--- config.mk ---
export PLATFORM = sky130hd
export DESIGN_NAME = motor_tacho_position_controller_flat
export DESIGN_NICKNAME = d
export VERILOG_FILES = /design/src/design/mtpc_pkg.sv /design/src/design/mtpc_if.sv /design/src/design/motor_tacho_position_controller.sv /design/src/design/mtpc_power_map.sv /design/src/design/mtpc_core.sv /design/src/flat_wrapper.sv
export SDC_FILE = /design/constraint.sdc
export NUM_CORES = 1
export LEC_CHECK = 0
export BUFFER_PORTS_ARGS = -buffer_cell sky130_fd_sc_hd__buf_2
export CAP_MARGIN = 0
export CORE_MARGIN = 10
export CORE_UTILIZATION = 40
export DETAILED_ROUTE_END_ITERATION = 10
export HOLD_SLACK_MARGIN = 0.12
export MAX_ROUTING_LAYER = met4
export SKIP_LAST_GASP = 1
export SLEW_MARGIN = 25
export SYNTH_ARGS = -nofsm -noshare
export SYNTH_HDL_FRONTEND = slang
export SYNTH_SLANG_ARGS = --single-unit
--- constraint.sdc ---
create_clock -name clk -period 8.7 [get_ports clk]
set_input_delay 0.435 -clock clk [delete_from_list [all_inputs] [get_ports clk]]
set_output_delay 0.435 -clock clk [all_outputs]
set_load 0.02 [all_outputs]
--- src/design/mtpc_pkg.sv ---
// Shared types and constants for the motor tacho position controller.
package mtpc_pkg;

	typedef logic [2:0] opcode_t;
	typedef logic [1:0] pin_drive_t;

	localparam opcode_t OP_TACHO = 3'd0;
	localparam opcode_t OP_MOVE  = 3'd1;
	localparam opcode_t OP_POWER = 3'd2;
	localparam opcode_t OP_COUNT = 3'd3;
	localparam opcode_t OP_BRAKE = 3'd4;

	localparam pin_drive_t PIN_LOW  = 2'd0;
	localparam pin_drive_t PIN_HIGH = 2'd1;
	localparam pin_drive_t PIN_FREE = 2'd2;

	localparam int POWER_MAX  = 100;
	localparam int DUTY_FULL  = 5500;
	localparam int DUTY_STEP  = 55;
	localparam int DUTY_W     = 13;
	localparam int MAG_W      = 7;

	typedef struct packed {
		opcode_t            opcode;
		logic [1:0]         port;
		logic               tacho_level;
		logic               tacho_dir;
		logic               brake;
		logic signed [31:0] value;
		logic signed [15:0] speed;
	} cmd_item_t;

	typedef struct packed {
		logic [1:0]         port_out;
		logic [DUTY_W-1:0]  duty;
		pin_drive_t         pin_a_drive;
		pin_drive_t         pin_b_drive;
		logic signed [31:0] position;
		logic               target_hit;
	} rsp_item_t;

	typedef struct packed {
		logic             zero;
		logic             neg;
		logic [MAG_W-1:0] mag;
		logic             brake;
	} power_req_t;

	typedef struct packed {
		logic [DUTY_W-1:0] duty;
		pin_drive_t        pin_a;
		pin_drive_t        pin_b;
	} power_drive_t;

endpackage

--- src/design/mtpc_if.sv ---
// Valid/ready channel interfaces for command and response transactions.
interface mtpc_cmd_if;
	logic               valid;
	logic               ready;
	logic [2:0]         opcode;
	logic [1:0]         port;
	logic               tacho_level;
	logic               tacho_dir;
	logic               brake;
	logic signed [31:0] value;
	logic signed [15:0] speed;

	modport source (output valid, opcode, port, tacho_level, tacho_dir, brake, value, speed,
		input ready);
	modport sink (input valid, opcode, port, tacho_level, tacho_dir, brake, value, speed,
		output ready);
endinterface

interface mtpc_rsp_if;
	logic               valid;
	logic               ready;
	logic [1:0]         port_out;
	logic [12:0]        duty;
	logic [1:0]         pin_a_drive;
	logic [1:0]         pin_b_drive;
	logic signed [31:0] position;
	logic               target_hit;

	modport source (output valid, port_out, duty, pin_a_drive, pin_b_drive, position,
		target_hit, input ready);
	modport sink (input valid, port_out, duty, pin_a_drive, pin_b_drive, position,
		target_hit, output ready);
endinterface

--- src/design/motor_tacho_position_controller.sv ---
// Top level of the motor tacho position controller: input register, port state, result register.
//
//  channel  dir  transaction carries
//  cmd      in   opcode, port, tacho_level, tacho_dir, brake, value, speed
//  rsp      out  port_out, duty, pin_a_drive, pin_b_drive, position, target_hit
//
// One command is accepted per cycle unless both stages are full; responses come from rsp_q.
// The per-port state is read for the item in the input register and written as it advances,
// so back-to-back commands to the same port see each other's updates.
// Reset clears all port state and empties both register stages.
// A stalled response holds the result register; the input register keeps accepting
// until both stages are full.
module motor_tacho_position_controller #(
	parameter int PORT_COUNT = 4
) (
	input  logic        clk,
	input  logic        arst_n,
	mtpc_cmd_if.sink    cmd,
	mtpc_rsp_if.source  rsp
);

	mtpc_pkg::cmd_item_t item_s1;
	logic                valid_s1;
	mtpc_pkg::rsp_item_t result;
	mtpc_pkg::rsp_item_t rsp_q;
	logic                rsp_valid_q;
	logic                advance;

	assign advance   = valid_s1 && (!rsp_valid_q || rsp.ready);
	assign cmd.ready = !valid_s1 || advance;

	always_ff @(posedge clk or negedge arst_n) begin
		if (!arst_n)
			valid_s1 <= 1'b0;
		else if (cmd.ready)
			valid_s1 <= cmd.valid;
	end

	always_ff @(posedge clk) begin
		if (cmd.ready && cmd.valid) begin
			item_s1.opcode      <= cmd.opcode;
			item_s1.port        <= cmd.port;
			item_s1.tacho_level <= cmd.tacho_level;
			item_s1.tacho_dir   <= cmd.tacho_dir;
			item_s1.brake       <= cmd.brake;
			item_s1.value       <= cmd.value;
			item_s1.speed       <= cmd.speed;
		end
	end

	mtpc_core #(
		.PORT_COUNT (PORT_COUNT)
	) u_core (
		.clk    (clk),
		.arst_n (arst_n),
		.update (advance),
		.item   (item_s1),
		.result (result)
	);

	always_ff @(posedge clk or negedge arst_n) begin
		if (!arst_n)
			rsp_valid_q <= 1'b0;
		else if (!rsp_valid_q || rsp.ready)
			rsp_valid_q <= valid_s1;
	end

	always_ff @(posedge clk) begin
		if (advance)
			rsp_q <= result;
	end

	assign rsp.valid       = rsp_valid_q;
	assign rsp.port_out    = rsp_q.port_out;
	assign rsp.duty        = rsp_q.duty;
	assign rsp.pin_a_drive = rsp_q.pin_a_drive;
	assign rsp.pin_b_drive = rsp_q.pin_b_drive;
	assign rsp.position    = rsp_q.position;
	assign rsp.target_hit  = rsp_q.target_hit;

	a_hit_pins_off: assert property (@(posedge clk) disable iff (!arst_n)
		rsp.valid && rsp.target_hit |->
			rsp.pin_a_drive == rsp.pin_b_drive && rsp.pin_a_drive != mtpc_pkg::PIN_FREE)
		else $error("target hit without off pins");

	a_duty_range: assert property (@(posedge clk) disable iff (!arst_n)
		rsp.valid |-> rsp.duty <= mtpc_pkg::DUTY_W'(mtpc_pkg::DUTY_FULL + 1))
		else $error("duty above the full-scale compare value");

	a_stall_full: assert property (@(posedge clk) disable iff (!arst_n)
		!cmd.ready |-> valid_s1 && rsp_valid_q && !rsp.ready)
		else $error("input stalled while a stage is free");

	a_advance_loads: assert property (@(posedge clk) disable iff (!arst_n)
		advance |=> rsp_valid_q)
		else $error("advanced item did not reach the result register");

endmodule

--- src/design/mtpc_power_map.sv ---
// Maps a clamped signed power to the PWM compare value and drive pin states.
module mtpc_power_map (
	input  mtpc_pkg::power_req_t   req,
	output mtpc_pkg::power_drive_t drive
);

	logic [mtpc_pkg::DUTY_W-1:0] step;

	assign step = mtpc_pkg::DUTY_W'(req.mag) * mtpc_pkg::DUTY_W'(mtpc_pkg::DUTY_STEP);

	always_comb begin
		if (req.zero) begin
			drive.duty  = '0;
			drive.pin_a = req.brake ? mtpc_pkg::PIN_HIGH : mtpc_pkg::PIN_LOW;
			drive.pin_b = req.brake ? mtpc_pkg::PIN_HIGH : mtpc_pkg::PIN_LOW;
		end else begin
			drive.duty = mtpc_pkg::DUTY_W'(mtpc_pkg::DUTY_FULL + 1) - step;
			if (req.neg) begin
				drive.pin_a = mtpc_pkg::PIN_LOW;
				drive.pin_b = mtpc_pkg::PIN_FREE;
			end else begin
				drive.pin_a = mtpc_pkg::PIN_FREE;
				drive.pin_b = mtpc_pkg::PIN_LOW;
			end
		end
	end

endmodule

--- src/design/mtpc_core.sv ---
// Per-port state registers with the single-pass read-modify-write update.
module mtpc_core #(
	parameter int PORT_COUNT = 4
) (
	input  logic                  clk,
	input  logic                  arst_n,
	input  logic                  update,
	input  mtpc_pkg::cmd_item_t   item,
	output mtpc_pkg::rsp_item_t   result
);

	localparam int IDX_W = (PORT_COUNT > 1) ? $clog2(PORT_COUNT) : 1;

	logic [31:0]                 count_q     [PORT_COUNT];
	logic [31:0]                 target_q    [PORT_COUNT];
	logic                        level_q     [PORT_COUNT];
	logic                        brake_q     [PORT_COUNT];
	logic [mtpc_pkg::DUTY_W-1:0] duty_q      [PORT_COUNT];
	mtpc_pkg::pin_drive_t        pin_a_q     [PORT_COUNT];
	mtpc_pkg::pin_drive_t        pin_b_q     [PORT_COUNT];

	logic [IDX_W-1:0]            idx;
	logic                        port_ok;
	logic [31:0]                 cnt;
	logic [31:0]                 tgt;
	logic                        brk;
	logic [31:0]                 cnt_nx;
	logic [31:0]                 tgt_nx;
	logic                        lvl_nx;
	logic                        brk_nx;
	logic [mtpc_pkg::DUTY_W-1:0] duty_nx;
	mtpc_pkg::pin_drive_t        pin_a_nx;
	mtpc_pkg::pin_drive_t        pin_b_nx;
	logic                        hit;
	logic                        apply;
	logic                        moving;
	logic signed [15:0]          clamped;
	logic [15:0]                 abs_clamped;
	logic [31:0]                 stepped;
	mtpc_pkg::power_req_t        preq;
	mtpc_pkg::power_drive_t      pdrv;

	assign idx     = IDX_W'(item.port);
	assign port_ok = 32'(item.port) < PORT_COUNT;
	assign cnt     = count_q[idx];
	assign tgt     = target_q[idx];
	assign brk     = brake_q[idx];
	assign moving  = (item.opcode == mtpc_pkg::OP_MOVE);

	always_comb begin
		if (item.speed > 16'(mtpc_pkg::POWER_MAX))
			clamped = 16'(mtpc_pkg::POWER_MAX);
		else if (item.speed < -16'sd100)
			clamped = -16'sd100;
		else
			clamped = item.speed;
		abs_clamped = clamped[15] ? -clamped : clamped;
	end

	always_comb begin
		preq.mag   = mtpc_pkg::MAG_W'(abs_clamped);
		preq.brake = moving ? item.brake : brk;
		if (moving) begin
			preq.neg  = item.value[31];
			preq.zero = (item.value == '0) || (abs_clamped == '0);
		end else begin
			preq.neg  = clamped[15];
			preq.zero = (clamped == '0);
		end
	end

	mtpc_power_map u_power_map (
		.req   (preq),
		.drive (pdrv)
	);

	assign stepped = (item.tacho_level != item.tacho_dir) ? cnt + 32'd1 : cnt - 32'd1;

	always_comb begin
		cnt_nx   = cnt;
		tgt_nx   = tgt;
		lvl_nx   = level_q[idx];
		brk_nx   = brk;
		duty_nx  = duty_q[idx];
		pin_a_nx = pin_a_q[idx];
		pin_b_nx = pin_b_q[idx];
		hit      = 1'b0;
		apply    = 1'b0;
		case (item.opcode)
			mtpc_pkg::OP_TACHO: begin
				if (item.tacho_level != level_q[idx]) begin
					cnt_nx = stepped;
					lvl_nx = item.tacho_level;
					if (stepped == tgt) begin
						hit      = 1'b1;
						pin_a_nx = brk ? mtpc_pkg::PIN_HIGH : mtpc_pkg::PIN_LOW;
						pin_b_nx = brk ? mtpc_pkg::PIN_HIGH : mtpc_pkg::PIN_LOW;
					end
				end
			end
			mtpc_pkg::OP_MOVE: begin
				tgt_nx = cnt + item.value;
				brk_nx = item.brake;
				apply  = 1'b1;
			end
			mtpc_pkg::OP_POWER: apply  = 1'b1;
			mtpc_pkg::OP_COUNT: cnt_nx = item.value;
			mtpc_pkg::OP_BRAKE: brk_nx = item.brake;
			default: ;
		endcase
		if (apply) begin
			duty_nx  = pdrv.duty;
			pin_a_nx = pdrv.pin_a;
			pin_b_nx = pdrv.pin_b;
		end
	end

	always_ff @(posedge clk or negedge arst_n) begin
		if (!arst_n) begin
			for (int i = 0; i < PORT_COUNT; i++) begin
				count_q[i]  <= '0;
				target_q[i] <= '0;
				level_q[i]  <= 1'b0;
				brake_q[i]  <= 1'b0;
				duty_q[i]   <= '0;
				pin_a_q[i]  <= mtpc_pkg::PIN_FREE;
				pin_b_q[i]  <= mtpc_pkg::PIN_FREE;
			end
		end else if (update && port_ok) begin
			count_q[idx]  <= cnt_nx;
			target_q[idx] <= tgt_nx;
			level_q[idx]  <= lvl_nx;
			brake_q[idx]  <= brk_nx;
			duty_q[idx]   <= duty_nx;
			pin_a_q[idx]  <= pin_a_nx;
			pin_b_q[idx]  <= pin_b_nx;
		end
	end

	always_comb begin
		result.port_out = item.port;
		if (port_ok) begin
			result.duty        = duty_nx;
			result.pin_a_drive = pin_a_nx;
			result.pin_b_drive = pin_b_nx;
			result.position    = cnt_nx;
			result.target_hit  = hit;
		end else begin
			result.duty        = '0;
			result.pin_a_drive = mtpc_pkg::PIN_FREE;
			result.pin_b_drive = mtpc_pkg::PIN_FREE;
			result.position    = '0;
			result.target_hit  = 1'b0;
		end
	end

endmodule
--- src/flat_wrapper.sv ---
// flat-port wrapper written by rule: the top's interface ports become plain ports
module motor_tacho_position_controller_flat 
#(
	parameter int PORT_COUNT = 4
)
  (clk, arst_n, cmd_valid, cmd_opcode, cmd_port, cmd_tacho_level, cmd_tacho_dir, cmd_brake, cmd_value, cmd_speed, cmd_ready, rsp_valid, rsp_port_out, rsp_duty, rsp_pin_a_drive, rsp_pin_b_drive, rsp_position, rsp_target_hit, rsp_ready);
  mtpc_cmd_if cmd_i ();
  mtpc_rsp_if rsp_i ();
  input  logic clk;
  input  logic arst_n;
  input wire logic [$bits(cmd_i.valid)-1:0] cmd_valid;
  input wire logic [$bits(cmd_i.opcode)-1:0] cmd_opcode;
  input wire logic [$bits(cmd_i.port)-1:0] cmd_port;
  input wire logic [$bits(cmd_i.tacho_level)-1:0] cmd_tacho_level;
  input wire logic [$bits(cmd_i.tacho_dir)-1:0] cmd_tacho_dir;
  input wire logic [$bits(cmd_i.brake)-1:0] cmd_brake;
  input wire logic [$bits(cmd_i.value)-1:0] cmd_value;
  input wire logic [$bits(cmd_i.speed)-1:0] cmd_speed;
  output wire logic [$bits(cmd_i.ready)-1:0] cmd_ready;
  output wire logic [$bits(rsp_i.valid)-1:0] rsp_valid;
  output wire logic [$bits(rsp_i.port_out)-1:0] rsp_port_out;
  output wire logic [$bits(rsp_i.duty)-1:0] rsp_duty;
  output wire logic [$bits(rsp_i.pin_a_drive)-1:0] rsp_pin_a_drive;
  output wire logic [$bits(rsp_i.pin_b_drive)-1:0] rsp_pin_b_drive;
  output wire logic [$bits(rsp_i.position)-1:0] rsp_position;
  output wire logic [$bits(rsp_i.target_hit)-1:0] rsp_target_hit;
  input wire logic [$bits(rsp_i.ready)-1:0] rsp_ready;
  assign cmd_i.valid = cmd_valid;
  assign cmd_i.opcode = cmd_opcode;
  assign cmd_i.port = cmd_port;
  assign cmd_i.tacho_level = cmd_tacho_level;
  assign cmd_i.tacho_dir = cmd_tacho_dir;
  assign cmd_i.brake = cmd_brake;
  assign cmd_i.value = cmd_value;
  assign cmd_i.speed = cmd_speed;
  assign cmd_ready = cmd_i.ready;
  assign rsp_valid = rsp_i.valid;
  assign rsp_port_out = rsp_i.port_out;
  assign rsp_duty = rsp_i.duty;
  assign rsp_pin_a_drive = rsp_i.pin_a_drive;
  assign rsp_pin_b_drive = rsp_i.pin_b_drive;
  assign rsp_position = rsp_i.position;
  assign rsp_target_hit = rsp_i.target_hit;
  assign rsp_i.ready = rsp_ready;
  motor_tacho_position_controller #(.PORT_COUNT(PORT_COUNT)) u_core (.clk(clk), .arst_n(arst_n), .cmd(cmd_i), .rsp(rsp_i));
endmodule
==> results of run 1 <==
==> layer usage <==
metal | wire, um | global-route usage [%] | vias up
met5 | 0 | - | -
met1 | 29000 | 24.2 | 8879
met3 | 3010 | 2.52 | 91
li1 | - | - | 8359
met2 | 31900 | 31.5 | 401
met4 | 1850 | 6.18 | 0
==> cell families (layout without fill, tap and decap cells) <==
logic type / Yosys count / after routing / share of synthesized area, %
and+or+nand+nor: 580 / 580 / 10.7
AOI/OAI and AO/OA: 575 / 575 / 14.4
DFF: 442 / 442 / 48.0
buffers and inverters: 229 / 401 / 3.62
muxes: 195 / 195 / 12.9
adders and majority gates: 113 / 113 / 6.25
xor gates and xnor gates: 99 / 99 / 4.12
other: 0 / 1 / 0
==> worst paths after layout <==
kind,depth (start not counted),slack (ps),endpoint,start
max in group asynchronous,4,6470,u_core.u_core.target_q[92],arst_n
min reg2reg,2,470,u_core.u_core.count_q[59],u_core.u_core.count_q[59]
min,2,310,u_core.u_core.count_q[101],arst_n
max,28,1110,u_core.u_core.duty_q[51],u_core.item_s1[2]
min in group clk,2,470,u_core.u_core.count_q[59],u_core.u_core.count_q[59]
max reg2reg,28,1110,u_core.u_core.duty_q[51],u_core.item_s1[2]
==> per-stage QoR <==
stage / cells / util (%)
floorplan: 2233 / -
global placement: 3032 / 42.5
detailed placement: 3032 / 42.5
CTS: 3184 / 46.2
global route: 3188 / 46.3
finish: 3188 / 46.3
==> cells in the final DEF (no fill, tap or decap), drive strengths merged, types with 20 or more instances in the layout <==
master       count
dfrtp          326
nand2          256
o21ai          242
nor2           156
a21oi          149
buf            143
inv            110
edfxtp         108
ha             100
mux2            98
mux4            83
dlygate4sd3     60
clkbuf          59
xnor2           52
xor2            38
nor3            34
a21o            29
a221oi          20
clkinv          20
==> synth_stat cells (6+ instances only) <==
cell	instances	area share (%)
a211oi_1	14	0.43
a21o_1	29	0.90
a21oi_1	149	3.1
a221oi_1	20	0.72
a22o_1	15	0.54
a31oi_1	13	0.34
and2_1	6	0.16
and3_1	13	0.34
buf_1	14	0.22
clkbuf_1	105	1.6
dfrtp_1	326	34
dfstp_2	8	0.87
edfxtp_1	108	13
fa_1	13	1.1
ha_1	100	5.2
inv_1	106	1.6
mux2_2	97	4.5
mux2i_1	14	0.58
mux4_2	81	7.5
nand2_1	256	4.0
nand2b_1	14	0.36
nand3_1	18	0.37
nand4_1	17	0.44
nor2_1	156	2.4
nor2b_1	17	0.44
nor3_1	34	0.70
nor4_1	15	0.39
o211ai_1	7	0.22
o21a_1	14	0.43
o21ai_0	241	5.0
o21bai_1	6	0.19
o22ai_1	7	0.18
o31ai_1	7	0.22
or3_1	8	0.21
xnor2_1	52	1.9
xor2_1	38	1.4
==> layout make-up <==
class / instances / area (sq um) / area share (%)
repair buffers: 203 / 1470 / 5.27
diodes: 1 / 2.50 / 0.00898
clock inverters: 33 / 350 / 1.26
inverters: 106 / 398 / 1.43
well taps: 782 / 978 / 3.51
clock buffers: 59 / 1290 / 4.64
multi-input cells: 1562 / 11800 / 42.2
flip-flops and latches: 442 / 11600 / 41.7
==> sequential cells by signal, indices dropped and copies added (netlist names) <==
register                cells
u_core.u_core.target_q    128
u_core.valid_s1             1
u_core.u_core.count_q     128
u_core.rsp.duty            13
u_core.rsp.pin_a_drive      2
u_core.u_core.level_q       4
u_core.rsp.position        32
u_core.u_core.pin_b_q       8
u_core.u_core.brake_q       4
u_core.item_s1             56
u_core.rsp.target_hit       1
u_core.u_core.duty_q       52
u_core.rsp.valid            1
u_core.u_core.pin_a_q       8
u_core.rsp.port_out         2
u_core.rsp.pin_b_drive      2
==> critical path, delay by kind of cell, from the launching register on <==
kind	cells	cell delay, ps
xor gates and xnor gates	2	340
and+or+nand+nor	7	1660
adders and majority gates	7	2790
AOI/OAI and AO/OA	9	1830
muxes	1	330
buffers and inverters	2	90
DFF	1	450
==> power breakdown <==
| part | switching, uW | total, uW | internal [uW] |
|---|---|---|---|
| Sequential | 382 | 3340 | 2950 |
| Combinational | 2620 | 4520 | 1900 |
| Clock | 878 | 2120 | 1240 |
| Total | 3880 | 9970 | 6100 |
==> repair_timing <==
item | in CTS | in global routing
endpoints found under the setup margin | 0 | 0
endpoints found under the hold margin | 181 | 0
hold buffers | 60 | 0
==> results.yml, run 1 <==
status:
  status: "finished clean"
synthesis:
  syn_nets: 2406
  netlist-cell-type-count: 79
  avgSynthCellArea_sq_um: 10.8
  ys_ff_latch: 442
  yosysWarnings: 0
  synth_seq_area_share_pct: 48.0
  synth_cells: 2233
  syn_area_sq_um: 24200
  synth-edff-count: 108
  ys.flop_type: "dfrtp_1"
  async_flop_share_pct: 75.6
cells_and_area:
  nets: 2537
  areaGrowthSynthToFinish_pct: 15.1
  stdcell_area_sq_um: 27900
  fill_cells: 5614
  drive_gt1_share_pct: 17.8
timing:
  final.period_utilization_pct: 87.3
  max_freq_ghz: 0.132
  hold_violations: 0
  worstMarginPinSlew_ps: 1090
  finalClockSkew_ps: 34.4
  finalSetupViolCount: 0
  relSlewSlack_pct: 27.0
  finalCriticalPeriod_ps: 7590
  rsz0062_at_grt: "false"
  maxSlewViolCount: 0
  hold_slack_ps: 308
  setup_ws_ps: 1110
  finalSetupTns_ps: 0
drt:
  route.detailed.drc: 0
  post_drt_wl_per_cell_um: 20.6
  drt_iter0_drc: 1195
  antenna_left: 0
  routed_wirelength_mm: 65.8
  via_per_inst: 5.56
  dr_total_vias: 17700
  drt_pass1_iterations: 5
clock_tree:
  cts_made_buffers: 49
  clk_latency_ps: 620
  cts_buffer_depth: 3
  cts_setup_buffers: 0
  cts.repair.resized: 0
  htreeDepth: 2
  cts_tree: "yes"
  root_buffer: "clkbuf_16"
  cts.sinks: 442
  clk_pin_slew_ps: 60
floorplanning:
  die-area_sq_um: 70700
  die_w_um: 266
  floorplan.initialDensity_pct: 40.2
  ios: 114
  chipHeight_um: 266
  core_area_sq_um: 60100
  rows: 90
placement:
  place_area_sq_um: 25500
  portBuffers: 113
  routabilityCongestion: 0.916
  dp_hpwl_mm: 45.5
  place_ws_ps: 1230
global_routing:
  grt_pass1_vias: 18200
  grt_usage_pct: 19.1
  antenna_found_initial: 1
  overflow: 0
  grt_first_pass_wirelength_mm: 104
  grt_max_degree: 146
pwr:
  power.leakage_uw: 0.0121
  p_per_area_nw_per_um2: 358
  max-vdd-ir-drop_v: 0.000179
  total_power_uw: 9970
worst_setup_path:
  slowest_stage: "nor4b_1"
  max_stage_delay_ps: 710
  crit_type: "register to register"
  crit_fanout: 18
  crit_required_ps: 9200
  crit_path_end_kind: "register"
  cp.arrival_ps: 8090
  start_kind: "register"
  timing.critical_path.mode_cell: "ha_1"
job:
  maxCapViolCount: 0
worst_hold_path:
  min_path_type: "input port to asynchronous set/reset pin"
(Power assumes the default switching activity.)
==> inputs of run 2 (changes only) <==
--- a/config.mk
+++ b/config.mk
@@ -12,6 +12,7 @@
 export DETAILED_ROUTE_END_ITERATION = 10
 export HOLD_SLACK_MARGIN = 0.12
 export MAX_ROUTING_LAYER = met4
+export RECOVER_POWER = 50
 export SKIP_LAST_GASP = 1
 export SLEW_MARGIN = 25
 export SYNTH_ARGS = -nofsm -noshare
==> run 2 against run 1 <==
The flow now finishes with violations (max-capacitance violations, max-slew violations). Power decreased by 0.12%. Combinational power about the same. Count of clock-buffer cells in the layout stayed put. Global-route usage unchanged. Sequential cell count unchanged. Critical path depth stayed put. Cell count unchanged.
==> results.yml, run 2 (same netlist as run 1, synthesis figures left out) <==
drt:
  drt_iter0_drc: 1170
  post_drt_wl_per_cell_um: 20.6
  route.detailed.drc: 0
  dr_total_vias: 17800
  via_per_inst: 5.58
  routed_wirelength_mm: 65.8
  drt_pass1_iterations: 5
  antenna_left: 0
worst_setup_path:
  reg2reg_to: "u_core.u_core.duty_q[51]"
  max_stage_delay_ps: 750
  cp.arrival_ps: 8140
  crit_fanout: 18
  crit_path_end_kind: "register"
  slowest_stage: "nor4b_1"
  cp_top_family: "adder cells"
  ff2ff_setup_slack_ps: 1050
  crit_required_ps: 9200
  critPathBufInv: 2
  r2r_start: "u_core.item_s1[2]"
  start_kind: "register"
  reg2reg_depth: 28
  timing.critical_path.mode_cell: "ha_1"
  crit_type: "register to register"
floorplanning:
  core_area_sq_um: 60100
  chipHeight_um: 266
  ios: 114
  floorplan.initialDensity_pct: 40.2
  die-area_sq_um: 70700
  die_w_um: 266
  rows: 90
cells_and_area:
  areaGrowthSynthToFinish_pct: 14.5
  nets: 2537
  fill_cells: 5639
  drive_gt1_share_pct: 14.9
  final_cell_mix: "dfrtp_1 (326), nand2_1 (255), o21ai_0 (241), nor2_1 (155), a21oi_1 (149)"
  register_area_sq_um: 11600
  final_common_cell: "dfrtp_1"
  multiInputGateArea_sq_um: 11700
  finalNonFillerCells: 3188
  reg_top3: "u_core.u_core.count_q x128, u_core.u_core.target_q x128, u_core.item_s1 x56"
status:
  status: "finished with violations"
  violations: "max-capacitance violations, max-slew violations"
pwr:
  p_clk_share_pct: 21.3
  p_per_area_nw_per_um2: 360
  combPwrFrac_pct: 45.2
  max-vdd-ir-drop_v: 0.000177
  p_sw_share_pct: 38.9
  seqPwrFrac_pct: 33.5
  power.switching_uw: 3880
  intPower_uw: 6080
  power.leakage_uw: 0.0119
clock_tree:
  clk_latency_ps: 610
  cts_tree: "yes"
  cts.sinks: 442
  root_buffer: "clkbuf_16"
  clk_pin_slew_ps: 60
  cts_buffer_depth: 3
  htreeDepth: 2
  cts_made_buffers: 49
timing:
  relSlewSlack_pct: -207
  hold_slack_ps: 474
  max_freq_ghz: 0.131
  finalCriticalPeriod_ps: 7650
  setup_ws_ps: 1050
  finalClockSkew_ps: 30.3
  rsz0062_at_grt: "false"
  finalSetupViolCount: 0
  maxSlewViolCount: 372
  worstMarginPinSlew_ps: 4610
  final.period_utilization_pct: 87.9
  hold_violations: 0
  finalSetupTns_ps: 0
placement:
  portBuffers: 113
  place_ws_ps: 1230
  dp_hpwl_mm: 45.5
  dp_cells: 3032
  routabilityCongestion: 0.916
global_routing:
  grtUsageMet1_pct: 24.2
  grt_max_degree: 146
  grtUsageMet2_pct: 31.5
  antenna_found_initial: 1
  grt_first_pass_wirelength_mm: 104
  top_usage_layer: "met2"
  overflow: 0
  met3_usage_pct: 2.52
  grt_usage_pct: 19.1
  grt_pass1_vias: 18200
worst_hold_path:
  holdPathEnd: "u_core.u_core.count_q[59]"
  min_path_type: "register to register"
  worstHoldStart: "u_core.u_core.count_q[59]"
  whs_path_depth: 2
job:
  maxCapViolCount: 5
-- run 2: area by class of cell --
| cell class | count | area share, % |
|---|---|---|
| multi-input combinational | 1562 | 42.4 |
| tap | 782 | 3.53 |
| clock inverter | 33 | 1.26 |
| clock buffer | 59 | 4.67 |
| antenna | 1 | 0.00903 |
| timing repair buffer | 203 | 4.79 |
| inverter | 106 | 1.44 |
| sequential | 442 | 41.9 |
-- run 2: how the worst max path moves through the flow --
stage / from / endpoint / slack (ps) / cells past startpoint
finish: u_core.item_s1[2] / u_core.u_core.duty_q[51] / 1050 / 28
detailed placement: u_core.item_s1[2] / u_core.u_core.duty_q[51] / 1230 / 28
floorplan: u_core.item_s1[51] / u_core.u_core.pin_a_q[1] / 1230 / 20
global route: u_core.item_s1[2] / u_core.u_core.duty_q[25] / 400 / 28
CTS: u_core.item_s1[2] / u_core.u_core.duty_q[51] / 1180 / 28
global placement: u_core.item_s1[2] / u_core.u_core.duty_q[51] / 1370 / 28
-- run 2: power by group through the flow --
stage | Clock (uW) | Sequential (uW) | Combinational (uW)
6_report | 2120 | 3340 | 4500
5_1_grt | 2260 | 3430 | 4990
3_5_place_dp | 0 | 3370 | 4460
4_1_cts | 2180 | 3330 | 4510
2_1_floorplan | 0 | 3320 | 3250
3_3_place_gp | 0 | 3310 | 4390
-- run 2: metrics by stage --
step           area (sq um)  power (uW)  utilization, %
2_1_floorplan         24200        6560               -
3_3_place_gp          25500        7700            42.5
3_5_place_dp          25500        7830            42.5
5_1_grt               27700       10700            46.1
6_report              27700        9960            46.1
4_1_cts               27800       10000            46.2
-- run 2: tightest hold or removal path: stages (launching register included) --
cell,delay (ps)
dfrtp_1,340
nand2_1,40
o21ai_0,60
-- run 2: metal layers --
layer | wire length, um | part of all wire [%]
met5 | 0 | 0
met4 | 1810 | 2.8
met3 | 2770 | 4.2
met2 | 32200 | 49
met1 | 29100 | 44
-- run 2: what timing repair did --
item | CTS | global route
setup buffers | 0 | 0
hold endpoints to repair | 181 | 0
gates resized for setup | 0 | 0
hold buffers | 60 | 0
